$ cat src/design/fpc_pkg.sv
// Package: shared widths, posture codes, register indexes
`timescale 1ns / 1ps
package fpc_pkg;
    localparam int COORD_BITS_DEF = 12;
    localparam int MOVE_BITS      = 26;
    localparam int SLOPE_BITS     = 8;
    localparam int CFG_IDX_BITS   = 3;
    localparam int CFG_DATA_BITS  = 26;
    localparam int POSTURE_BITS   = 3;
    localparam int NUM_LANES      = 3;
    localparam logic [MOVE_BITS-1:0]  MOVE_RESET  = 26'd24000;
    localparam logic [SLOPE_BITS-1:0] SLOPE_RESET = 8'd3;

    typedef enum logic [POSTURE_BITS-1:0] {
        P_NORMAL = 3'd0, P_NEAR = 3'd1, P_FAR = 3'd2, P_LEFT = 3'd3,
        P_RIGHT = 3'd4, P_UP = 3'd5, P_DOWN = 3'd6
    } t_posture;

    typedef enum logic [CFG_IDX_BITS-1:0] {
        R_LEX = 3'd0, R_LEY = 3'd1, R_REX = 3'd2, R_REY = 3'd3,
        R_MX = 3'd4, R_MY = 3'd5, R_MOVE = 3'd6, R_SLOPE = 3'd7
    } t_cfg_idx;

    // per-lane findings handed to the merge stage
    typedef struct packed {
        logic ref_zero;
        logic near_ok;
        logic far_ok;
        logic dx_zero;
        logic dx_pos;
        logic dy_pos;
    } t_lane_flags;
endpackage

$ cat src/design/fpc_merge.sv
// Merge: combine lane findings into one posture
`timescale 1ns / 1ps
module fpc_merge import fpc_pkg::*; #(
    parameter int COORD_BITS = COORD_BITS_DEF
) (
    input  t_lane_flags           i_flags [NUM_LANES],
    input  logic [2*COORD_BITS:0] i_move  [NUM_LANES],
    input  logic [COORD_BITS-1:0] i_quo   [NUM_LANES],
    input  logic [MOVE_BITS-1:0]  i_move_thr,
    input  logic [SLOPE_BITS-1:0] i_slope_thr,
    output t_posture              o_posture
);
    localparam int MW = 2*COORD_BITS + 3;
    localparam int SW = COORD_BITS + 2;
    // compare width covers both the movement sum and the threshold
    localparam int CW = ((MW > MOVE_BITS) ? MW : MOVE_BITS) + 1;
    logic [MW-1:0] n_move;
    logic [SW-1:0] n_slope;
    logic n_rz, n_near, n_far, n_dxz, n_dxp, n_dyp;

    always_comb begin
        n_move  = MW'(i_move[0]) + MW'(i_move[1]) + MW'(i_move[2]);
        n_slope = SW'(i_quo[0]) + SW'(i_quo[1]) + SW'(i_quo[2]);
        n_rz  = i_flags[0].ref_zero | i_flags[1].ref_zero | i_flags[2].ref_zero;
        n_near = i_flags[0].near_ok & i_flags[1].near_ok & i_flags[2].near_ok;
        n_far  = i_flags[0].far_ok & i_flags[1].far_ok & i_flags[2].far_ok;
        n_dxz = i_flags[0].dx_zero | i_flags[1].dx_zero | i_flags[2].dx_zero;
        n_dxp = i_flags[0].dx_pos & i_flags[1].dx_pos & i_flags[2].dx_pos;
        n_dyp = i_flags[0].dy_pos & i_flags[1].dy_pos & i_flags[2].dy_pos;
        if (n_rz)        o_posture = P_NORMAL;
        else if (n_near) o_posture = P_NEAR;
        else if (n_far)  o_posture = P_FAR;
        else             o_posture = P_NORMAL;
        if (CW'(n_move) > CW'(i_move_thr)) begin
            if (n_dxz) o_posture = P_NORMAL;
            else if ((SW+1)'(n_slope) > (SW+1)'(i_slope_thr))
                o_posture = n_dyp ? P_DOWN : P_UP;
            else
                o_posture = n_dxp ? P_LEFT : P_RIGHT;
        end
    end
endmodule

$ cat config.mk
export PLATFORM = sky130hd
export DESIGN_NAME = fpc_merge
export DESIGN_NICKNAME = d
export VERILOG_FILES = /design/src/design/fpc_pkg.sv /design/src/design/fpc_merge.sv
export SDC_FILE = /design/constraint.sdc
export NUM_CORES = 1
export LEC_CHECK = 0
export BUFFER_PORTS_ARGS = -buffer_cell sky130_fd_sc_hd__buf_2
export CORE_ASPECT_RATIO = 0.8
export CORE_MARGIN = 2
export CORE_UTILIZATION = 45
export DETAILED_ROUTE_END_ITERATION = 10
export PLACE_DENSITY = 0.8
export SETUP_SLACK_MARGIN = 0.1
export SYNTH_ARGS = -nofsm -noshare
export SYNTH_HDL_FRONTEND = slang
export SYNTH_SLANG_ARGS = --single-unit
$ cat constraint.sdc
create_clock -name vclk -period 7
set_input_delay 0.7 -clock vclk [all_inputs]
set_output_delay 0.7 -clock vclk [all_outputs]
set_load 0.02 [all_outputs]
**Yosys cells after proc, flatten, opt, wreduce, memory -nomap -nowiden**

Index checks and enable logic that the tools add are counted.

- Flip-flop bits (word level): 0
- Input bits: 163
- Output and inout bits: 3
- Word-level logic and storage cells: 26

- $add $sub $neg: 4
- $lt $le $gt $ge: 2
- Muxes and demuxes: 8
- Bitwise gates (word level): 12

Operator list:

| operator | number |
|---|---|
| adder 26 x 25 -> 27 bit | 1 |
| greater-than comparator 27 x 26 -> 1 bit | 1 |
| adder 25 x 25 -> 26 bit | 1 |
| adder 13 x 12 -> 14 bit | 1 |
| greater-than comparator 14 x 8 -> 1 bit | 1 |
| adder 12 x 12 -> 13 bit | 1 |
| two-way mux 3 bit | 4 |
| bitwise AND 1 bit | 8 |
| two-way mux 2 bit | 4 |
| OR 1 bit | 4 |

**Depth between registers and ports, before layout**

Gate-level depths: netlist of the first run.

- Depth after elaboration: 6
- Mapped depth: 19
- Gate-level depth less buffers: 19

**Least setup slack after synthesis of the first run**

Ideal clock, no wire load.

- Kind: input-to-output
- Start: input i_move[1] (netlist name)
- End: output o_posture[0]
- Arrival: 4.894 ns
- Path slack: 1.406 ns
- Stages on the path: 18
- Buffers on the path: 0
- Cells stage by stage: fa_1 > ha_1 > fa_1 > a211oi_2 > o21ai_0 > a21oi_1 > o31ai_1 > or3_1 > a21oi_1 > xnor2_1 > ha_1 > nand4_1 > or4_1 > nor2_1 > mux2i_1 > o2bb2ai_1 > or3_1 > o22ai_1

- Longest elaborated chain between the ends: 3

Ends and longest elaborated chain:

| what | RTL line | text |
|---|---|---|
| start: declaration | fpc_merge.sv:7 | `input logic [2*COORD_BITS:0] i_move [NUM_LANES],` |
| adder 26 x 25 -> 27 bit | fpc_merge.sv:22 | `n_move = MW'(i_move[0]) + MW'(i_move[1]) + MW'(i_move[2]);` |
| greater-than comparator 27 x 26 -> 1 bit | fpc_merge.sv:34 | `if (CW'(n_move) > CW'(i_move_thr)) begin` |
| two-way mux 3 bit | fpc_merge.sv:34 |  |
| end: declaration | fpc_merge.sv:11 | `output t_posture o_posture` |

No other way between the ends.

**Final worst setup path of the first run**

Ends and elaborated chain as after synthesis.

==> flow_metrics.env, run 1 <==
export IMPL_hold_path_depth=4
export IMPL_leakage_nw=2.28
export IMPL_grt_antenna_before_repair=0
export IMPL_grtUsageTotal_pct=20.2
export IMPL_drive_gt1_share_pct=32.1
export IMPL_antenna_left=0
export IMPL_pre_cts_slack_ns=0.858
export IMPL_vias=3449
export IMPL_ir_worst_vdd_mv=0.0713
export IMPL_die_area_mm2=0.00809
export IMPL_setup_tns_ns=0
export IMPL_max_stage_delay_ns=0.48
export IMPL_startpoint_type="primary input"
export IMPL_power_per_cell_area_mw_per_mm2=154
export IMPL_timing_final_crit_share_pct=88.0
export IMPL_wl_mm=8.57
export IMPL_worst_pin_slew_ns=0.496
export IMPL_detail_route_vias_per_cell=5.35
export IMPL_initial_core_util_pct=47.3
export IMPL_final_common_cell="buf_2"
export IMPL_stdcell_area_mm2=0.00426
export IMPL_hold_violations=0
export IMPL_grt_pass1_vias=3340
export IMPL_dpl_cell_area_mm2=0.00426
export IMPL_wl_met3_um=584
export IMPL_overflow=0
export IMPL_grt_pass1_wl_mm=13.9
export IMPL_synth_avg_cell_area_um2=8.47
export IMPL_die_y_um=80.9
export IMPL_core_area_mm2=0.00703
export IMPL_nNetsFinal=831
export IMPL_synth_top_cell_by_area="ha_1"
export IMPL_ys_top_cells_by_area="ha_1, fa_1, xnor2_1, a21oi_1, inv_1"
export IMPL_place_hpwl_mm=7.97
export IMPL_cp_max_fo=3
export IMPL_die_w_um=100
export IMPL_status="complete, no violations"
export IMPL_ys_seq_area_share_pct=0
export IMPL_place_inst=645
export IMPL_area_growth_pct=28.3
export IMPL_seq_area_um2=0
export IMPL_holdCritPathClass="primary input to output pin"
export IMPL_hold_buffers=0
export IMPL_routedLengthMet1_mm=3.72
export IMPL_nClkBuffers=0
export IMPL_relSlewSlack_pct=66.5
export IMPL_flops_and_latches=0
export IMPL_synth_top_area_share_pct=26.0
export IMPL_fin_ws_ns=0.843
export IMPL_initialDrtViolationCount=94
export IMPL_syn_num_nets=663
export IMPL_yosysUniqueCellTypes=50
export IMPL_drc=0
export IMPL_wl_per_cell_um=13.3
export IMPL_arrival_ns=5.46
export IMPL_grt_max_degree=7
export IMPL_antenna_cells=0
export IMPL_critPathKind="primary input to output pin"
export IMPL_yosysWarnings=0
export IMPL_post_cts_resized=0
export IMPL_numPortBuffers=166
export IMPL_routed_top_layer="met4"
export IMPL_drv_slew=0
export IMPL_rsz0062_at_grt="no"
export IMPL_mostFrequentLayoutCells="buf_2, ha_1, inv_1"
export IMPL_io_pins=166
export IMPL_endpoint_kind="output pin"
export IMPL_place_congestion=0.819
export IMPL_cp_cell_sequence="buf_2 -> fa_1 -> ha_1 -> fa_1 -> a211oi_2 -> o21ai_0 -> a21oi_1 -> o31ai_1 -> o21a_1 -> a41o_1 -> o41ai_2 -> xor2_1 -> ha_1 -> a21oi_1 -> and3b_2 -> o221ai_1 -> o2bb2ai_1 -> or3_1 -> o22ai_1 -> buf_2"
export IMPL_route_met2_wl_mm=4.21
export IMPL_required_ns=6.30
export IMPL_dr_pass1_iters=4
export IMPL_final_setup_viol_count=0
export IMPL_period_needed_ns=6.16
export IMPL_cts_setup_buffers=0
export IMPL_cap_violations=0
export IMPL_std_cell_rows=27
export IMPL_netlist_instances=392
export IMPL_fin_cells=645
export IMPL_critPathSlowestCell="fa_1"
export IMPL_syn_cell_area_mm2=0.00332
export IMPL_max_freq_ghz=0.162
-- worst paths after layout --
kind	slack, ns	endpoint	startpoint
max	0.84	o_posture[0]	i_move[1]
min	1.79	o_posture[1]	i_flags[9]
-- area by class of cell --
type	instances	area, µm²
Fill cell	641	2770
Inverter	47	176
Multi-Input combinational cell	345	3150
Tap cell	87	109
Timing Repair Buffer	166	831
-- logic make-up after synthesis --
group                    count (synthesis)  synth area share (%)
AO/OA/AOI/OAI                          111                  22.3
XOR/XNOR                                27                  7.12
adder cells (fa/ha/maj)                108                  49.5
buffers and inverters                   47                  5.31
multiplexers                             5                  1.54
AND/OR/NAND/NOR                         94                  14.3
-- through the flow --
step	power, mW	hold WS (ns)	utilization [%]
after floorplan	0.486	1.59	-
after global placement	0.627	1.78	60.6
after detailed placement	0.654	1.79	60.6
after CTS	0.660	1.80	60.6
after global routing	0.749	1.81	60.6
final	0.658	1.79	60.6
-- synth_stat cells (all sizes together), types with 2 or more instances --
cell type   n
a21oi      39
or4         2
o22ai       2
o21a        3
nor2b       2
nand4       5
nand2      18
a211oi      6
o21bai      6
o31ai       2
a31oi       2
and3        2
fa         39
nand3      15
and4        3
nor4        2
inv        47
o21ai      18
xnor2      22
a21o       16
nand2b      4
mux2i       4
or3         4
a221oi      3
xor2        5
ha         69
a21boi      3
nor2       28
nor3        7
o41ai       3
-- critical path, delay by kind of cell --
family | cells | cell delay [ns]
AO/OA/AOI/OAI | 11 | 2.23
AND/OR/NAND/NOR | 2 | 0.56
XOR/XNOR | 1 | 0.20
adder cells (fa/ha/maj) | 4 | 1.44
buffers and inverters | 2 | 0.30
-- metal layers --
| metal | vias to the layer above | track usage, % |
|---|---|---|
| li1 | 1744 | - |
| met1 | 1565 | 26.3 |
| met2 | 132 | 38.8 |
| met3 | 8 | 0.947 |
| met4 | 0 | 1.78 |
| met5 | - | 0 |
-- report_power, final --
part	internal (mW)	switching [mW]	leakage, nW
logic	0.314	0.345	2.28
registers	0	0	0
clock network	0	0	0
total	0.314	0.345	2.28
No activity file was read; power rests on OpenSTA's default activity.
==> run 2: changes to the inputs <==
--- a/config.mk
+++ b/config.mk
@@ -7,7 +7,6 @@
 export LEC_CHECK = 0
 export BUFFER_PORTS_ARGS = -buffer_cell sky130_fd_sc_hd__buf_2
 export CORE_ASPECT_RATIO = 0.8
-export CORE_MARGIN = 2
 export CORE_UTILIZATION = 45
 export DETAILED_ROUTE_END_ITERATION = 10
 export PLACE_DENSITY = 0.8
==> constraint.sdc (replaced) <==
create_clock -name vclk -period 7.2
set_input_delay 0.72 -clock vclk [all_inputs]
set_output_delay 0.72 -clock vclk [all_outputs]
set_load 0.02 [all_outputs]
==> run 2 against run 1 <==
Effect of this change:
- the flow now finishes with violations (DRC)
- via count is 0.41% higher
- cell count stayed put
- largest power group unchanged
- worst hold slack better by 0.036 ns
- combinational power is 3.2% lower
- utilization stayed put
- power is 3.3% lower
- wire length decreased by 3.1%
- design area is the same
- global-route usage grew 0.45 points
- worst setup slack improved by 0.23 ns
==> flow_metrics.env, run 2 (same netlist as run 1, synthesis figures left out) <==
export IMPL_arrival_ns=5.40
export IMPL_final_setup_viol_count=0
export IMPL_die_y_um=78.9
export IMPL_endpoint_kind="output pin"
export IMPL_setup_tns_ns=0
export IMPL_critPathKind="primary input to output pin"
export IMPL_fin_util_pct=60.6
export IMPL_cp_max_fo=3
export IMPL_mostFrequentLayoutCells="buf_2, ha_1, inv_1"
export IMPL_path_buf_inv=2
export IMPL_final_common_cell="buf_2"
export IMPL_cts_setup_buffers=0
export IMPL_vias=3463
export IMPL_area_growth_pct=28.3
export IMPL_violations="DRC"
export IMPL_grtUsageTotal_pct=20.7
export IMPL_post_cts_resized=0
export IMPL_grt_max_degree=7
export IMPL_drive_gt1_share_pct=32.1
export IMPL_status="finished, violations left"
export IMPL_ir_worst_vdd_mv=0.0735
export IMPL_core_area_mm2=0.00703
export IMPL_nClkBuffers=0
export IMPL_cp_cell_sequence="buf_2 -> fa_1 -> ha_1 -> fa_1 -> a211oi_2 -> o21ai_0 -> a21oi_1 -> o31ai_1 -> or3_1 -> a21oi_1 -> xnor2_1 -> ha_1 -> nand4_1 -> or4_1 -> nor2_1 -> mux2i_1 -> o2bb2ai_1 -> or3_1 -> o22ai_1 -> buf_2"
export IMPL_power_per_cell_area_mw_per_mm2=149
export IMPL_drv_slew=0
export IMPL_antenna_cells=0
export IMPL_hold_buffers=0
export IMPL_required_ns=6.48
export IMPL_grt_antenna_before_repair=0
export IMPL_antenna_left=0
export IMPL_initial_core_util_pct=47.3
export IMPL_nNetsFinal=831
export IMPL_numPortBuffers=166
export IMPL_std_cell_rows=27
export IMPL_cpLargestDelayFamily="adder cells"
export IMPL_startpoint_type="primary input"
export IMPL_wl_per_cell_um=12.9
export IMPL_detail_route_vias_per_cell=5.37
export IMPL_holdCritPathClass="primary input to output pin"
export IMPL_die_area_mm2=0.00773
export IMPL_finalPower_mw=0.637
export IMPL_flops_and_latches=0
export IMPL_die_w_um=98.1
export IMPL_timing_final_crit_share_pct=85.1
export IMPL_wl_mm=8.30
export IMPL_drc=10
export IMPL_rsz0062_at_grt="no"
export IMPL_place_hpwl_mm=7.66
export IMPL_io_pins=166
export IMPL_grt_pass1_wl_mm=13.6
export IMPL_max_freq_ghz=0.163
export IMPL_overflow=0
export IMPL_relSlewSlack_pct=68.0
export IMPL_dr_pass1_iters=7
export IMPL_initialDrtViolationCount=98
export IMPL_max_stage_delay_ns=0.51
export IMPL_worst_pin_slew_ns=0.474
export IMPL_place_congestion=0.813
export IMPL_grt_pass1_vias=3303
export IMPL_hold_violations=0
export IMPL_cap_violations=0
export IMPL_leakage_nw=2.28
export IMPL_period_needed_ns=6.12
export IMPL_critPathSlowestCell="or4_1"
export IMPL_seq_area_um2=0
-- run 2: final timing paths --
| check | startpoint | endpoint | slack [ns] | cells after the start |
|---|---|---|---|---|
| setup / recovery | i_move[1] | o_posture[0] | 1.08 | 20 |
| hold / removal | i_flags[9] | o_posture[1] | 1.82 | 4 |
-- run 2: area by class of cell --
type	instances	area, µm²
repair buffers	166	831
well taps	87	109
inverters	47	176
fillers	640	2770
multi-input cells	345	3150
-- run 2: through the flow --
step	hold WS [ns]	setup slack, ns	cell area, µm²	cells
floorplan	1.63	1.57	3320	392
global placement	1.82	1.22	4260	645
detailed placement	1.83	1.06	4260	645
CTS	1.83	1.05	4260	645
global route	1.86	0.753	4260	645
finish	1.82	1.08	4260	645
-- run 2: where the power goes --
group | internal [mW] | leakage [nW] | switching [mW]
clock network | 0 | 0 | 0
logic | 0.305 | 2.28 | 0.332
registers | 0 | 0 | 0
-- run 2: layer usage --
metal,GRT usage [%],vias to the layer above,wire [µm]
met1,27.2,1584,3840
li1,-,1746,-
met2,38.9,123,3990
met5,0,-,0
met3,0.440,10,387
met4,2.73,0,93
-- run 2: tightest hold or removal path, delay by kind of cell --
kind                   cells  cell delay, ns
buffers and inverters      2            0.25
and+or+nand+nor            1            0.07
AOI/OAI and AO/OA          1            0.06
