==> src/design/fpc_pkg.sv <==
// Package: shared widths, posture codes, register indexes
`timescale 1ns / 1ps
package fpc_pkg;
    localparam int COORD_BITS_DEF = 12;
    localparam int MOVE_BITS      = 26;
    localparam int SLOPE_BITS     = 8;
    localparam int CFG_IDX_BITS   = 3;
    localparam int CFG_DATA_BITS  = 26;
    localparam int POSTURE_BITS   = 3;
    localparam int NUM_LANES      = 3;
    localparam logic [MOVE_BITS-1:0]  MOVE_RESET  = 26'd24000;
    localparam logic [SLOPE_BITS-1:0] SLOPE_RESET = 8'd3;

    typedef enum logic [POSTURE_BITS-1:0] {
        P_NORMAL = 3'd0, P_NEAR = 3'd1, P_FAR = 3'd2, P_LEFT = 3'd3,
        P_RIGHT = 3'd4, P_UP = 3'd5, P_DOWN = 3'd6
    } t_posture;

    typedef enum logic [CFG_IDX_BITS-1:0] {
        R_LEX = 3'd0, R_LEY = 3'd1, R_REX = 3'd2, R_REY = 3'd3,
        R_MX = 3'd4, R_MY = 3'd5, R_MOVE = 3'd6, R_SLOPE = 3'd7
    } t_cfg_idx;

    // per-lane findings handed to the merge stage
    typedef struct packed {
        logic ref_zero;
        logic near_ok;
        logic far_ok;
        logic dx_zero;
        logic dx_pos;
        logic dy_pos;
    } t_lane_flags;
endpackage

==> src/design/fpc_div.sv <==
// Divider: restoring unsigned divide, one quotient bit per stage, fully pipelined
`timescale 1ns / 1ps
module fpc_div import fpc_pkg::*; #(
    parameter int W = COORD_BITS_DEF
) (
    input  logic         i_clk,
    input  logic         i_en,
    input  logic [W-1:0] i_num,
    input  logic [W-1:0] i_den,
    output logic [W-1:0] o_quo
);
    logic [W-1:0] r_rem [1:W-1];
    logic [W-1:0] r_num [1:W-1];
    logic [W-1:0] r_den [1:W-1];
    logic [W-1:0] r_quo [1:W];

    // stage k produces quotient bit W-1-k
    for (genvar k = 0; k < W; k++) begin : g_st
        logic [W-1:0] w_rem, w_num, w_den, w_quo;
        logic [W:0] n_trial;
        logic [W:0] n_diff;

        if (k == 0) begin : g_in
            assign w_rem = '0;
            assign w_num = i_num;
            assign w_den = i_den;
            assign w_quo = '0;
        end else begin : g_pipe
            assign w_rem = r_rem[k];
            assign w_num = r_num[k];
            assign w_den = r_den[k];
            assign w_quo = r_quo[k];
        end

        assign n_trial = {w_rem, w_num[W-1-k]};
        assign n_diff  = n_trial - {1'b0, w_den};

        always_ff @(posedge i_clk) begin
            if (i_en) begin
                if (!n_diff[W]) r_quo[k+1] <= w_quo | (W'(1) << (W-1-k));
                else            r_quo[k+1] <= w_quo;
            end
        end

        // operands and partial remainder move on, except after the last stage
        if (k < W-1) begin : g_fwd
            always_ff @(posedge i_clk) begin
                if (i_en) begin
                    r_num[k+1] <= w_num;
                    r_den[k+1] <= w_den;
                    if (!n_diff[W]) r_rem[k+1] <= n_diff[W-1:0];
                    else            r_rem[k+1] <= n_trial[W-1:0];
                end
            end
        end
    end

    assign o_quo = r_quo[W];
endmodule

==> src/design/fpc_lane.sv <==
// Lane: one landmark's ratio tests, displacement and slope quotient
`timescale 1ns / 1ps
module fpc_lane import fpc_pkg::*; #(
    parameter int COORD_BITS = COORD_BITS_DEF
) (
    input  logic                  i_clk,
    input  logic                  i_en,
    // this lane's pair is (a, b); displacement uses live a vs ref a
    input  logic [COORD_BITS-1:0] i_ax, i_ay, i_bx, i_by,
    input  logic [COORD_BITS-1:0] i_rax, i_ray, i_rbx, i_rby,
    output t_lane_flags           o_flags,
    output logic [2*COORD_BITS:0] o_move,
    output logic [COORD_BITS-1:0] o_quo
);
    localparam int CB = COORD_BITS;
    localparam int SQ = 2*CB + 1;
    localparam int RW = SQ + 3;
    localparam int DLY = CB - 1;

    logic [CB:0] n_ldx, n_ldy, n_rdx, n_rdy, n_mdx, n_mdy;
    logic [CB-1:0] n_aldx, n_aldy, n_ardx, n_ardy, n_amdx, n_amdy;
    logic [CB-1:0] r_aldx, r_aldy, r_ardx, r_ardy, r_amdx, r_amdy;
    logic r_dx_zero, r_dx_pos, r_dy_pos;
    logic [SQ-1:0] r_live, r_ref, r_move;
    logic [RW-1:0] n_l5, n_r6, n_r4;
    t_lane_flags r_f [DLY];
    logic [SQ-1:0] r_mv [DLY];
    t_lane_flags n_f;
    logic r_dxz_d, r_dxp_d, r_dyp_d;

    assign n_ldx = {1'b0, i_ax} - {1'b0, i_bx};
    assign n_ldy = {1'b0, i_ay} - {1'b0, i_by};
    assign n_rdx = {1'b0, i_rax} - {1'b0, i_rbx};
    assign n_rdy = {1'b0, i_ray} - {1'b0, i_rby};
    assign n_mdx = {1'b0, i_ax} - {1'b0, i_rax};
    assign n_mdy = {1'b0, i_ay} - {1'b0, i_ray};
    assign n_aldx = n_ldx[CB] ? CB'(-n_ldx) : n_ldx[CB-1:0];
    assign n_aldy = n_ldy[CB] ? CB'(-n_ldy) : n_ldy[CB-1:0];
    assign n_ardx = n_rdx[CB] ? CB'(-n_rdx) : n_rdx[CB-1:0];
    assign n_ardy = n_rdy[CB] ? CB'(-n_rdy) : n_rdy[CB-1:0];
    assign n_amdx = n_mdx[CB] ? CB'(-n_mdx) : n_mdx[CB-1:0];
    assign n_amdy = n_mdy[CB] ? CB'(-n_mdy) : n_mdy[CB-1:0];

    // stage 1: absolute differences
    always_ff @(posedge i_clk) begin
        if (i_en) begin
            r_aldx <= n_aldx; r_aldy <= n_aldy;
            r_ardx <= n_ardx; r_ardy <= n_ardy;
            r_amdx <= n_amdx; r_amdy <= n_amdy;
            r_dx_zero <= (n_mdx == '0);
            r_dx_pos  <= !n_mdx[CB] && (n_mdx != '0);
            r_dy_pos  <= !n_mdy[CB] && (n_mdy != '0);
        end
    end

    // stage 2: squared distances (two narrow multiplies each)
    always_ff @(posedge i_clk) begin
        if (i_en) begin
            r_live <= SQ'(r_aldx * r_aldx) + SQ'(r_aldy * r_aldy);
            r_ref  <= SQ'(r_ardx * r_ardx) + SQ'(r_ardy * r_ardy);
            r_move <= SQ'(r_amdx * r_amdx) + SQ'(r_amdy * r_amdy);
        end
    end

    // exact ratio compares: 5*live vs 6*ref / 4*ref
    assign n_l5 = RW'(r_live) + (RW'(r_live) << 2);
    assign n_r6 = (RW'(r_ref) << 2) + (RW'(r_ref) << 1);
    assign n_r4 = RW'(r_ref) << 2;

    // flags for the stage-2 item, delayed below to meet the div result
    assign n_f.ref_zero = (r_ref == '0);
    assign n_f.near_ok  = n_l5 > n_r6;
    assign n_f.far_ok   = n_l5 < n_r4;
    assign n_f.dx_zero  = r_dxz_d;
    assign n_f.dx_pos   = r_dxp_d;
    assign n_f.dy_pos   = r_dyp_d;

    // stage-2 copy of the sign flags
    always_ff @(posedge i_clk) begin
        if (i_en) begin
            r_dxz_d <= r_dx_zero;
            r_dxp_d <= r_dx_pos;
            r_dyp_d <= r_dy_pos;
        end
    end

    // delay line aligns flags with the divider output
    always_ff @(posedge i_clk) begin
        if (i_en) begin
            r_f[0]  <= n_f;
            r_mv[0] <= r_move;
            for (int k = 1; k < DLY; k++) begin
                r_f[k]  <= r_f[k-1];
                r_mv[k] <= r_mv[k-1];
            end
        end
    end

    // divider starts from stage-1 values
    fpc_div #(.W(CB)) u_div (
        .i_clk (i_clk),
        .i_en  (i_en),
        .i_num (r_amdy),
        .i_den (r_amdx),
        .o_quo (o_quo)
    );

    assign o_flags = r_f[DLY-1];
    assign o_move  = r_mv[DLY-1];
endmodule

==> config.mk <==
export PLATFORM = sky130hd
export DESIGN_NAME = fpc_lane
export DESIGN_NICKNAME = d
export VERILOG_FILES = /design/src/design/fpc_pkg.sv /design/src/design/fpc_div.sv /design/src/design/fpc_lane.sv
export SDC_FILE = /design/constraint.sdc
export NUM_CORES = 2
export LEC_CHECK = 0
export BUFFER_PORTS_ARGS = -buffer_cell sky130_fd_sc_hd__buf_4
export CAP_MARGIN = 10
export CORE_ASPECT_RATIO = 1.75
export CORE_MARGIN = 2
export CORE_UTILIZATION = 55
export CTS_CLUSTER_SIZE = 14
export DETAILED_ROUTE_END_ITERATION = 10
export PLACE_DENSITY = 0.71
export SYNTH_ARGS = -nofsm -noshare
export SYNTH_HDL_FRONTEND = slang
export SYNTH_SLANG_ARGS = --single-unit
==> constraint.sdc <==
create_clock -name i_clk -period 14.46 [get_ports i_clk]
set_input_delay 0.723 -clock i_clk [delete_from_list [all_inputs] [get_ports i_clk]]
set_output_delay 0.723 -clock i_clk [all_outputs]
set_load 0.05 [all_outputs]
# Word level (Yosys, flattened, before mapping)
# Memories as Yosys holds them, arrays and structs flattened.
# Index checks and enable logic that the tools add are counted.
[classes] addsub=29 n_mul=6 n_lt_le_gt_ge=2 mux=103 bitwise=23 reduce_logical=8
[op_table] cell="$mux 12" count=29
[op_table] cell="$mul 12x12->24" count=6
[op_table] cell="$sub 13x12->13" count=11
[op_table] cell="$sub 12x12->13" count=6
[op_table] cell="$add 24x24->25" count=3
[op_table] cell="$mux 1" count=74
[op_table] cell="$neg 12->12" count=6
[op_table] cell="$add 25x27->28" count=1
[op_table] cell="$add 27x26->28" count=1
[op_table] cell="$gt 28x28->1" count=1
[op_table] cell="$lt 28x27->1" count=1
[op_table] cell="$reduce_bool 13->1" count=2
[op_table] cell="$logic_not 25->1" count=1
[op_table] cell="$or 1x1->1" count=23
[op_table] cell="$logic_not 13->1" count=1
[op_table] cell="$sub 1x12->13" count=1
[op_table] cell="$logic_and 1x1->1" count=2
[op_table] cell="$logic_not 1->1" count=2
[totals] register_bits=153 mem_bits_rw=881 output_inout_bits=43 elab_cells=192 memories=6
[memory_table] name="r_mv" words=11 width=25 rd=11 rd_ports_with_merged_regs=0 write_ports=11 line_no="fpc_lane.sv:27" source="logic [SQ-1:0] r_mv [DLY];"
[memory_table] name="u_div.r_quo" words=12 width=12 rd=12 rd_ports_with_merged_regs=0 write_ports=12 line_no="fpc_div.sv:15" source="logic [W-1:0] r_quo [1:W];"
[memory_table] name="u_div.r_den" words=11 width=12 rd=11 rd_ports_with_merged_regs=0 write_ports=11 line_no="fpc_div.sv:14" source="logic [W-1:0] r_den [1:W-1];"
[memory_table] name="u_div.r_num" words=11 width=12 rd=11 rd_ports_with_merged_regs=0 write_ports=11 line_no="fpc_div.sv:13" source="logic [W-1:0] r_num [1:W-1];"
[memory_table] name="u_div.r_rem" words=11 width=12 rd=11 rd_ports_with_merged_regs=0 write_ports=11 line_no="fpc_div.sv:12" source="logic [W-1:0] r_rem [1:W-1];"
[memory_table] name="r_f" words=11 width=6 rd=11 rd_ports_with_merged_regs=0 write_ports=11 line_no="fpc_lane.sv:26" source="t_lane_flags r_f [DLY];"

# Depth between registers and ports, before layout
# An unclocked memory read counts as a cell.
[logic_depth] word_depth=6 depth_mapped=27

# Cells and area by module
# From an unflattened synthesis, not the netlist that was laid out.
[hier_totals] cells_unflattened=5817 hier_area_um2=68010.2
[modules_own_cells] module="fpc_lane" n_inst=1 cells_per_inst=4241 area_each_um2=47051.4 seq_area_each_um2=14834.2
[modules_own_cells] module="fpc_div" n_inst=1 cells_per_inst=1576 area_each_um2=20958.9 seq_area_each_um2=12251.8

# Worst setup path before layout
# OpenSTA, ideal clock, no wires.
[synth_path] path_type="register to register" startpoint="register r_amdx[6]" endpoint="register r_move[24], data pin" setup_ns=0.255 arrival_time_ns=6.882 required_ns=14.205 path_slack_ns=7.323 path_stages_with_launch=25 path_buffers=2 synth_period_minus_slack_ns=7.137 path_cell_list="edfxtp_1 -> clkbuf_1 -> clkbuf_1 -> nand2_1 -> fa_1 -> inv_1 -> fa_1 -> inv_1 -> fa_1 -> fa_1 -> inv_1 -> fa_1 -> fa_1 -> inv_1 -> fa_1 -> inv_1 -> ha_1 -> a21o_1 -> a211oi_1 -> inv_1 -> o21a_1 -> o21a_1 -> a221o_1 -> or4b_1 -> and3_1"
[synth_via] elab_chain_len=2
[synth_lines] item="from (decl)" line_no="fpc_lane.sv:22" source="logic [CB-1:0] r_aldx, r_aldy, r_ardx, r_ardy, r_amdx, r_amdy;"
[synth_lines] item="from (signal assigned)" line_no="fpc_lane.sv:49" source="r_amdx <= n_amdx; r_amdy <= n_amdy;"
[synth_lines] item="$mul 12x12->24" line_no="fpc_lane.sv:61" source="r_move <= SQ'(r_amdx * r_amdx) + SQ'(r_amdy * r_amdy);"
[synth_lines] item="$add 24x24->25" line_no="fpc_lane.sv:61"
[synth_lines] item="to (signal assigned)" line_no="fpc_lane.sv:61"
[synth_lines] item="to (decl)" line_no="fpc_lane.sv:24" source="logic [SQ-1:0] r_live, r_ref, r_move;"
# Every way passes these cells.
# A chain may end at the register's enable or synchronous reset.

# Worst setup path after layout
[layout_path] startpoint="register r_amdy[5]" endpoint="register r_move[24], data pin"
[layout_via] elab_chain_len=2
[layout_lines] item="from (decl)" line_no="fpc_lane.sv:22"
[layout_lines] item="from (signal assigned)" line_no="fpc_lane.sv:49"
[layout_lines] item="$mul 12x12->24" line_no="fpc_lane.sv:61"
[layout_lines] item="$add 24x24->25" line_no="fpc_lane.sv:61"
# Every way passes these cells.

==> load_flow_metrics.sql <==
INSERT INTO impl_metrics (metric_group, metric, value, unit) VALUES
('run_status', 'run_status', 'finished clean', ''),
('finish', 'nFillCells', '9754', ''),
('global_route', 'antenna_violations_before_repair', '3', ''),
('finish', 'layout.cells.most_common_list', 'inv_1 (1150), edfxtp_1 (902), ha_1 (645)', ''),
('synth', 'synth_top_family_by_area', 'adder cells', ''),
('timing', 'final.setup_skew', '44.1', 'ps'),
('synth', 'synth_flop_cell', 'edfxtp_1', ''),
('synth', 'syn-instance-count', '5733', ''),
('timing', 'period_minus_slack', '7780', 'ps'),
('timing', 'tns', '0', 'ps'),
('synth', 'asyncSetResetFlopFracSynth', '0', ''),
('synth', 'ys_types', '75', ''),
('worst_hold_path', 'worstHoldPathType', 'reg -> reg', ''),
('routing', 'drc_marker_count_from_the_first_detailed_route_iteration', '1822', ''),
('synth', 'synth_compound_gate_area_share', '0.0768', ''),
('clock_tree', 'clock_latency', '700', 'ps'),
('synth', 'synth-simple-area-share', '0.0810', ''),
('place', 'port_buffers', '140', ''),
('finish', 'area_delta_synth_final', '8.46', '%'),
('place', 'dp.final_hpwl', '116000', 'um'),
('setup_path', 'timing.critical_path.required', '14900', 'ps'),
('clock_tree', 'holdBufCountCts', '0', ''),
('synth', 'syn_area_per_cell', '11.6', 'um2'),
('finish', 'layout.cells.most_common', 'inv_1', ''),
('timing', 'f_max', '0.129', 'GHz'),
('finish', 'post_route_cells_drive_above_1_share', '0.0649', ''),
('routing', 'drt_drc_violations_left', '0', ''),
('global_route', 'pin_count_of_the_biggest_net_entering_global_routing', '197', ''),
('routing', 'route.vias.total', '41000', ''),
('routing', 'post_drt_via_cell_ratio', '5.44', ''),
('synth', 'synth_seq_area_share', '0.406', ''),
('setup_path', 'critPathMaxFanout', '14', ''),
('floorplanning', 'die_h', '465', 'um'),
('global_route', 'grt_pass1_vias', '44800', ''),
('clock_tree', 'cts_made_buffers', '86', ''),
('clock_tree', 'cts_repair_resize_count', '0', ''),
('timing', 'slew_violations', '0', ''),
('finish', 'num-nets-final', '7225', ''),
('clock_tree', 'clock_tree.htree_level_count', '3', ''),
('finish', 'combined_area_of_the_multi_input_logic_cells', '0.0349', 'mm2'),
('floorplanning', 'coreArea', '0.121', 'mm2'),
('clock_tree', 'cts-root-buf', 'clkbuf_16', ''),
('setup_path', 'regToRegSetupSlack', '6680', 'ps'),
('floorplanning', 'initial_cell_density_of_the_core', '0.553', ''),
('clock_tree', 'max-clock-path-buffers', '3', ''),
('synth', 'number_of_synthesized_register_bits', '902', ''),
('setup_path', 'endpoint_kind', 'flip-flop', ''),
('finish', 'final-seq-area', '0.0271', 'mm2'),
('clock_tree', 'cts_setup_buffers', '0', ''),
('timing', 'worst_slew_pin_slew', '1180', 'ps'),
('routing', 'postRouteWirelength', '143000', 'um'),
('global_route', 'wire_length_of_the_first_global_routing_pass', '227000', 'um'),
('clock_tree', 'cts_tree', 'done', ''),
('setup_path', 'worst-setup-path-type', 'reg -> reg', ''),
('floorplanning', 'die_w', '267', 'um'),
('timing', 'setup_viol', '0', ''),
('synth', 'synthMuxAreaShare', '0.0161', ''),
('floorplanning', 'fp.dieArea', '0.124', 'mm2'),
('synth', 'number_of_enable_type_register_cells_in_the_synthesized_netlist', '902', ''),
('global_route', 'grt_util_all_layers', '0.239', ''),
('timing', 'hold_ws', '397', 'ps'),
('floorplanning', 'site_row_count', '169', ''),
('timing', 'finalCritPeriodShare', '0.538', ''),
('setup_path', 'cp.arrival', '8210', 'ps'),
('clock_tree', 'clk_pin_slew', '60', 'ps'),
('synth', 'synth_nets', '7096', ''),
('synth', 'post_synth_xor_area_fraction', '0.0424', ''),
('synth', 'syn_area', '0.0668', 'mm2'),
('global_route', 'globalRoute.totalOverflow', '0', ''),
('routing', 'drt-pass1-iter-count', '8', ''),
('job', 'cap_violations', '0', ''),
('routing', 'detail-route-antenna-nets', '0', ''),
('place', 'gp_routability_congestion', '0.935', ''),
('routing', 'wl_per_cell', '18.9', 'um'),
('floorplanning', 'num_io_pins', '141', ''),
('timing', 'max_slew_margin', '0.214', ''),
('clock_tree', 'clkSinkCount', '902', ''),
('synth', 'synth_warnings', '0', ''),
('timing', 'hold_viol', '0', ''),
('setup_path', 'start_kind', 'flip-flop', ''),
('synth', 'synthAdderAreaFrac', '0.307', ''),
('timing', 'rsz0062_at_grt', 'false', '');
-- worst max-delay path, cell delays in order (launching register included) --
cell      delay (ps)
edfxtp_1         620
and2_1           280
fa_1             480
ha_1             310
fa_1             500
inv_1             60
fa_1             770
inv_1            100
fa_1             420
fa_1             540
inv_1             60
fa_1             470
inv_1             40
ha_1             310
o21ai_0          610
a21oi_1          290
o21a_1           290
o21a_1           270
a221o_1          430
or4b_1           510
and3_1           190
-- registers in the layout, indices dropped and copies added, names as in the netlist, 12 cells and up --
register and flops:
r_amdx 12, r_ardy 12, r_f 66, r_move 25
u_div.r_rem 132, r_ref 25, r_live 25, u_div.r_den 132
r_ardx 12, r_aldy 12, r_mv 275, r_aldx 12
r_amdy 12, u_div.r_num 66, u_div.r_quo 78
-- worst paths after layout --
path            endpoint         from  cells past startpoint
min reg2reg  r_mv[3][19]  r_mv[2][19]                      0
min          r_mv[3][19]  r_mv[2][19]                      0
max           r_move[24]    r_amdy[5]                     20
max reg2reg   r_move[24]    r_amdy[5]                     20
-- cells by family after synthesis --
family          count (synthesis)
mux                            98
buf+inv                      1262
simple gates                 1103
fa+ha+maj                    1265
flops                         902
compound gates                780
xor+xnor                      323
-- stage by stage --
stage | utilization | cells | instance area (um2) | setup slack (ps)
3_3_place_gp | 0.576 | 7398 | 69600 | 6840
6_report | 0.600 | 7545 | 72400 | 6680
3_5_place_dp | 0.576 | 7398 | 69600 | 6800
4_1_cts | 0.600 | 7543 | 72400 | 6820
5_1_grt | 0.600 | 7544 | 72400 | 6440
2_1_floorplan | - | 5733 | 66800 | 7320
-- layout make-up --
cell class | count | area share
clock buffers | 103 | 0.0309
diodes | 2 | 0.0000691
repair buffers | 153 | 0.0163
inverters | 1150 | 0.0596
flip-flops and latches | 902 | 0.374
well taps | 1624 | 0.0281
multi-input cells | 3569 | 0.483
clock inverters | 42 | 0.00821
-- cell usage after synthesis, types with 13 or more instances --
library cell,count,share of area
fa_1,620,0.19
and2_1,193,0.018
or2_2,14,0.0013
nand2b_1,58,0.0054
and3_1,13,0.0012
a21oi_1,201,0.015
nor2_1,246,0.014
edfxtp_1,902,0.41
a211oi_1,33,0.0037
nand2_1,335,0.019
o31ai_1,24,0.0027
o21ai_0,161,0.012
mux2_2,76,0.013
nor2b_1,55,0.0052
xnor2_1,213,0.028
o21a_1,59,0.0066
mux2i_1,22,0.0033
a31oi_1,30,0.0028
ha_1,645,0.12
a21o_1,109,0.012
o211ai_1,13,0.0015
xor2_1,110,0.014
inv_1,1150,0.065
o21bai_1,21,0.0024
clkbuf_1,104,0.0058
nand3_1,44,0.0033
nand4_1,32,0.0030
or3_1,25,0.0023
nor3_1,44,0.0033
-- per-layer routing --
| layer | up-vias | GRT usage | routed length, um |
|---|---|---|---|
| li1 | 19300 | - | - |
| met1 | 20400 | 0.208 | 43400 |
| met2 | 864 | 0.487 | 84000 |
| met3 | 393 | 0.0282 | 4220 |
| met4 | 4 | 0.164 | 11200 |
| met5 | - | 0 | 26 |
Power is left out: the tool's default activity adds up to more than one toggle a clock period on the data nets, which glitch-free logic cannot reach.
